==> src/assert_macros.svh <==
// ----------------------------------------------------------------------------
// assert_macros.svh
// Assertion macros shared by the chroma power curve RTL. The bodies are empty
// when SYNTHESIS is defined.
// ----------------------------------------------------------------------------
`ifndef ASSERT_MACROS_SVH
`define ASSERT_MACROS_SVH

`ifndef SYNTHESIS

// Check that cons holds in every cycle in which ante holds.
`define CPC_ASSERT_IMPL(lbl, clk_s, rst_s, ante, cons) \
  lbl: assert property (@(posedge clk_s) disable iff (!rst_s) (ante) |-> (cons)) \
    else $error("cpc assertion failed");

// Check that cond never holds.
`define CPC_ASSERT_NEVER(lbl, clk_s, rst_s, cond) \
  lbl: assert property (@(posedge clk_s) disable iff (!rst_s) !(cond)) \
    else $error("cpc assertion failed");

`else

`define CPC_ASSERT_IMPL(lbl, clk_s, rst_s, ante, cons)
`define CPC_ASSERT_NEVER(lbl, clk_s, rst_s, cond)

`endif

`endif

==> src/cpc_pkg.sv <==
// ----------------------------------------------------------------------------
// cpc_pkg
// Widths, register codes and constant curve tables of the chroma power curve.
// ----------------------------------------------------------------------------
package cpc_pkg;

  localparam int SMP_W   = 8;   // sample width
  localparam int EXP_W   = 9;   // exponent register width, Q8
  localparam int DLOG_W  = 43;  // log2 difference, Q40, up to 7.0
  localparam int FRAC_W  = 40;  // fraction bits of the scaled log
  localparam int AI_W    = 4;   // integer part of the scaled log, up to 13
  localparam int X_W     = 45;  // power value, Q44, up to 1.0
  localparam int T_W     = 32;  // small correction factors
  localparam int CFG_IDX_W = 2;

  // Configuration register indexes
  localparam logic [CFG_IDX_W-1:0] CFG_CB_EXP = 2'd0;
  localparam logic [CFG_IDX_W-1:0] CFG_CR_EXP = 2'd1;

  // Exponent 1.0, identity curve
  localparam logic [EXP_W-1:0] EXP_RESET = 9'd256;

  // ln2 in Q24
  localparam logic [23:0] LN2_Q24 = 24'd11629080;

  typedef struct packed {
    logic [EXP_W-1:0] cb;
    logic [EXP_W-1:0] cr;
  } exp_pair_t;

  typedef logic [DLOG_W-1:0] dlog_tbl_t [256];
  typedef logic [X_W-1:0]    xhi_tbl_t  [256];
  typedef logic [T_W-1:0]    tlo_tbl_t  [256];

  // log2 of 1..255 in Q40: leading one, then 40 squaring steps on a Q62 mantissa
  function automatic logic [DLOG_W-1:0] log2_q40(input int unsigned m);
    int unsigned n;
    logic [63:0] z;
    logic [127:0] sq;
    logic [FRAC_W-1:0] bits;
    n = 0;
    while (n < 8 && (m >> (n + 1)) != 0) n++;
    z = 64'(m) << (62 - n);
    bits = '0;
    for (int i = 0; i < FRAC_W; i++) begin
      sq = {64'b0, z} * {64'b0, z};
      z  = sq[125:62];
      if (z[63]) begin
        z = z >> 1;
        bits[FRAC_W-1-i] = 1'b1;
      end
    end
    return {3'(n), bits};
  endfunction

  // log2(d) - log2(m) per input code; zero for the center and full-scale codes
  function automatic dlog_tbl_t gen_dlog_tbl();
    dlog_tbl_t t;
    logic [DLOG_W-1:0] l128;
    logic [DLOG_W-1:0] l127;
    l128 = log2_q40(128);
    l127 = log2_q40(127);
    for (int x = 0; x < 256; x++) begin
      if (x == 0 || x == 128 || x == 255) begin
        t[x] = '0;
      end else if (x < 128) begin
        t[x] = l128 - log2_q40(128 - x);
      end else begin
        t[x] = l127 - log2_q40(x - 128);
      end
    end
    return t;
  endfunction

  // 2^-(k/2^8) in Q44
  function automatic xhi_tbl_t gen_xhi_tbl();
    xhi_tbl_t t;
    real r;
    for (int k = 0; k < 256; k++) begin
      r    = $pow(2.0, -real'(k) / 256.0);
      t[k] = X_W'(longint'(r * 17592186044416.0));
    end
    return t;
  endfunction

  // 1 - 2^-(k/2^16) in Q40
  function automatic tlo_tbl_t gen_t2_tbl();
    tlo_tbl_t t;
    real r;
    for (int k = 0; k < 256; k++) begin
      r    = 1.0 - $pow(2.0, -real'(k) / 65536.0);
      t[k] = T_W'(longint'(r * 1099511627776.0));
    end
    return t;
  endfunction

  // 1 - 2^-(k/2^24) in Q48
  function automatic tlo_tbl_t gen_t3_tbl();
    tlo_tbl_t t;
    real r;
    for (int k = 0; k < 256; k++) begin
      r    = 1.0 - $pow(2.0, -real'(k) / 16777216.0);
      t[k] = T_W'(longint'(r * 281474976710656.0));
    end
    return t;
  endfunction

  localparam dlog_tbl_t DLOG_TBL = gen_dlog_tbl();
  localparam xhi_tbl_t  XHI_TBL  = gen_xhi_tbl();
  localparam tlo_tbl_t  T2_TBL   = gen_t2_tbl();
  localparam tlo_tbl_t  T3_TBL   = gen_t3_tbl();

endpackage

==> src/cpc_cfg_regs.sv <==
// ----------------------------------------------------------------------------
// cpc_cfg_regs
// Exponent registers of the Cb and Cr curves, written by index.
// ----------------------------------------------------------------------------
module cpc_cfg_regs (
  input  logic                           clk,
  input  logic                           rst_n,
  input  logic                           wr_en,
  input  logic [cpc_pkg::CFG_IDX_W-1:0]  wr_idx,
  input  logic [cpc_pkg::EXP_W-1:0]      wr_data,
  output cpc_pkg::exp_pair_t             exps
);
  import cpc_pkg::*;

  exp_pair_t exps_r;
  exp_pair_t exps_nxt;

  // Decode the write; drop writes to unknown indexes
  always_comb begin
    exps_nxt = exps_r;
    if (wr_en) begin
      case (wr_idx)
        CFG_CB_EXP: exps_nxt.cb = wr_data;
        CFG_CR_EXP: exps_nxt.cr = wr_data;
        default:    exps_nxt = exps_r;
      endcase
    end
  end

  always_ff @(posedge clk) begin
    if (!rst_n) begin
      exps_r.cb <= EXP_RESET;
      exps_r.cr <= EXP_RESET;
    end else begin
      exps_r <= exps_nxt;
    end
  end

  assign exps = exps_r;

endmodule

==> config.mk <==
export PLATFORM = sky130hd
export DESIGN_NAME = cpc_cfg_regs
export DESIGN_NICKNAME = d
export VERILOG_FILES = /design/src/assert_macros.svh /design/src/cpc_pkg.sv /design/src/cpc_cfg_regs.sv
export SDC_FILE = /design/constraint.sdc
export NUM_CORES = 1
export LEC_CHECK = 0
export ABC_AREA = 1
export BUFFER_PORTS_ARGS = -buffer_cell sky130_fd_sc_hd__buf_2
export CORE_MARGIN = 1.5
export CORE_UTILIZATION = 45
export CTS_CLUSTER_DIAMETER = 50
export DETAILED_ROUTE_END_ITERATION = 12
export GPL_ROUTABILITY_DRIVEN = 0
export PLACE_DENSITY = 0.75
export SKIP_LAST_GASP = 1
export SLEW_MARGIN = 20
export SYNTH_ARGS = -nofsm -noshare
export SYNTH_HDL_FRONTEND = slang
export SYNTH_SLANG_ARGS = --single-unit
==> constraint.sdc <==
create_clock -name clk -period 1.9 [get_ports clk]
set_input_delay 0.475 -clock clk [delete_from_list [all_inputs] [get_ports clk]]
set_output_delay 0.475 -clock clk [all_outputs]
set_load 0.03 [all_outputs]
==> impl_metrics.yaml <==
run_status:
  outcome: "completed"
worst_setup_path:
  critPathBufInv: 1
  cp.required_ns: 1.42
  cp_slowest_cell: "dfxtp_1"
  timing.rr.start: "exps[0]"
  reg2reg_to: "exps[0]"
  path_cells: "buf_2"
  critPathCaptureType: "primary output"
  crit_arrival_ns: 0.84
  start_kind: "register"
  cp_top_family: "flip-flops"
  crit_fanout: 2
  path_class: "register to primary output"
  r2r_slack_ns: 1.27
  crit_path_max_incr_delay_ns: 0.36
  worst-path-stages: 1
  r2r.worst_path.cells: 4
clock_network:
  cts_tree: "built"
  cts_sinks: 18
  ctsResizeCount: 0
  cts_buffers: 3
  post_cts_buffers: 0
  cts_hold_buffers: 0
  cts_buffer_depth: 2
  h-tree-depth: 1
  cts_root_buf: "clkbuf_4"
  path_clk_slew_ns: 0.10
  insertion_delay_ns: 0.28
route:
  wl_um: 1510
  drt-wirelength-per-cell_um: 9.46
  dr.pass1.iters: 4
  num_vias: 755
  detail-route-antenna-nets: 0
  vias_per_cell: 4.72
  drt_iter0_drc: 9
  drc: 0
power:
  clkPwrFrac: 0.293
  p_int_uw: 558
  p_leak_nw: 0.548
  power.density_nw_per_um2: 803
  power_frac_comb: 0.184
  sw_frac_of_total: 0.280
  p_seq_frac: 0.523
  vdd_drop_max_mv: 0.444
  power.total_uw: 775
  switchingPower_uw: 217
hold_path:
  holdPathStages: 3
  whs_endpoint: "exps[6]"
  hp-start: "wr_data[6]"
  hp-class: "input pin to register"
global_route:
  antenna_found_initial: 0
  grt-ovfl-total: 0
  grt_pass1_wl_um: 2510
  grt_max_degree: 21
  grt_pass1_vias: 628
  grt_usage: 0.171
synth:
  syn_nets: 128
  yosysWarnings: 0
  synth_area_um2: 797
  syn_inst: 114
  ys_ff_latch: 18
  synth_area_per_cell_um2: 6.99
  ys_types: 15
  yosysSeqAreaShare: 0.452
floorplan:
  design.core.area_um2: 1690
  die_area_um2: 2030
  chipHeight_um: 45.1
  die_w_um: 45.1
  rows: 15
  io_pins: 32
  start_util: 0.472
placement:
  dp_hpwl_um: 1120
  dp_slack_ns: 0.562
  io_buffers: 31
layout:
  areaGrowthSynthToFinish_pct: 21.2
  nets: 158
  largest_reg_flops: 18
  drive_above_1_share: 0.287
  n_antenna_cell: 0
sta:
  fin_ws_ns: 0.590
  finalCritPeriodShare: 0.690
  setup_viol: 0
  slew_headroom: 0.761
  rsz0062_at_grt: "no"
  hold_viol: 0
  drv_slew: 0
  fmax_mhz: 763
  worst_pin_slew_ns: 0.358
  holdWs_ns: 0.428
  skew_ns: 0
  fin_crit_ns: 1.31
  setup_tns_ns: 0
job:
  maxCapViolCount: 0
-- power by group through the flow --
stage	Clock [mW]	Sequential [mW]	Combinational, mW
floorplan	0	0.454	0.0635
global placement	0	0.414	0.141
detailed placement	0	0.415	0.144
CTS	0.233	0.406	0.144
global route	0.255	0.409	0.160
finish	0.227	0.406	0.143
-- layout by cell type, fill, tap and decap left out --
master / count
a21oi_1: 8
inv_1: 16
nor2_1: 22
dfxtp_1: 18
nand3_1: 11
inv_2: 1
clkbuf_8: 1
clkbuf_4: 3
nor2_2: 2
nor2_4: 1
nand3_4: 1
nand2_1: 26
buf_2: 31
nand4_1: 1
nand2_2: 1
-- final cells by class --
class / instances / area, um2
clock buffers: 4 / 36.3
well taps: 17 / 21.3
inverters: 17 / 63.8
repair buffers: 31 / 155
fillers: 180 / 723
multi-input cells: 73 / 329
flip-flops and latches: 18 / 360
-- cell usage after synthesis --
library cell  instances  area, um2
nand2_1              26       97.6
nor2_1               22       82.6
dfxtp_1              18        360
inv_1                16       60.1
nand3_1              11       55.1
a21oi_1               8       40.0
buf_4                 3       22.5
buf_2                 2       10.0
nor2_2                2       12.5
buf_6                 1       11.3
inv_2                 1       3.75
nand2_2               1       6.26
nand3_4               1       17.5
nand4_1               1       6.26
nor2_4                1       11.3
-- worst min-delay path: cells and delay by family --
kind | cells | cell delay [ns]
buffers and inverters | 1 | 0.09
AND/OR/NAND/NOR | 2 | 0.12
-- logic make-up (layout without fill, tap and decap cells) --
kind of cell / Yosys count / after routing / share of synthesized area
AO/OA/AOI/OAI: 8 / 8 / 0.0502
buffers and inverters: 23 / 52 / 0.135
flip-flops: 18 / 18 / 0.452
AND/OR/NAND/NOR: 65 / 65 / 0.363
-- metal layers --
metal  share of wire  wire length (um)  track usage
met5               0                 0            0
met4           0.019                29       0.0882
met3           0.054                82       0.0360
met2            0.44               663        0.263
met1            0.49               739        0.225
-- through the flow --
stage                     std cells   util  instance area, um2
after floorplan                 114      -                 797
after global placement          156  0.550                 930
after detailed placement        156  0.550                 930
after CTS                       160  0.572                 966
after global routing            160  0.572                 966
final                           160  0.572                 966
-- worst max path at each step --
| stage | from | end | slack [ns] |
|---|---|---|---|
| after floorplan | wr_idx[1] | exps[17] | 0.83 |
| after detailed placement | wr_en | exps[0] | 0.56 |
| after global routing | exps[6] | exps[6] | 0.53 |
| after CTS | exps[16] | exps[16] | 0.58 |
| final | exps[16] | exps[16] | 0.59 |
| after global placement | wr_en | exps[1] | 0.59 |
Power figures use the tool's default switching activity.
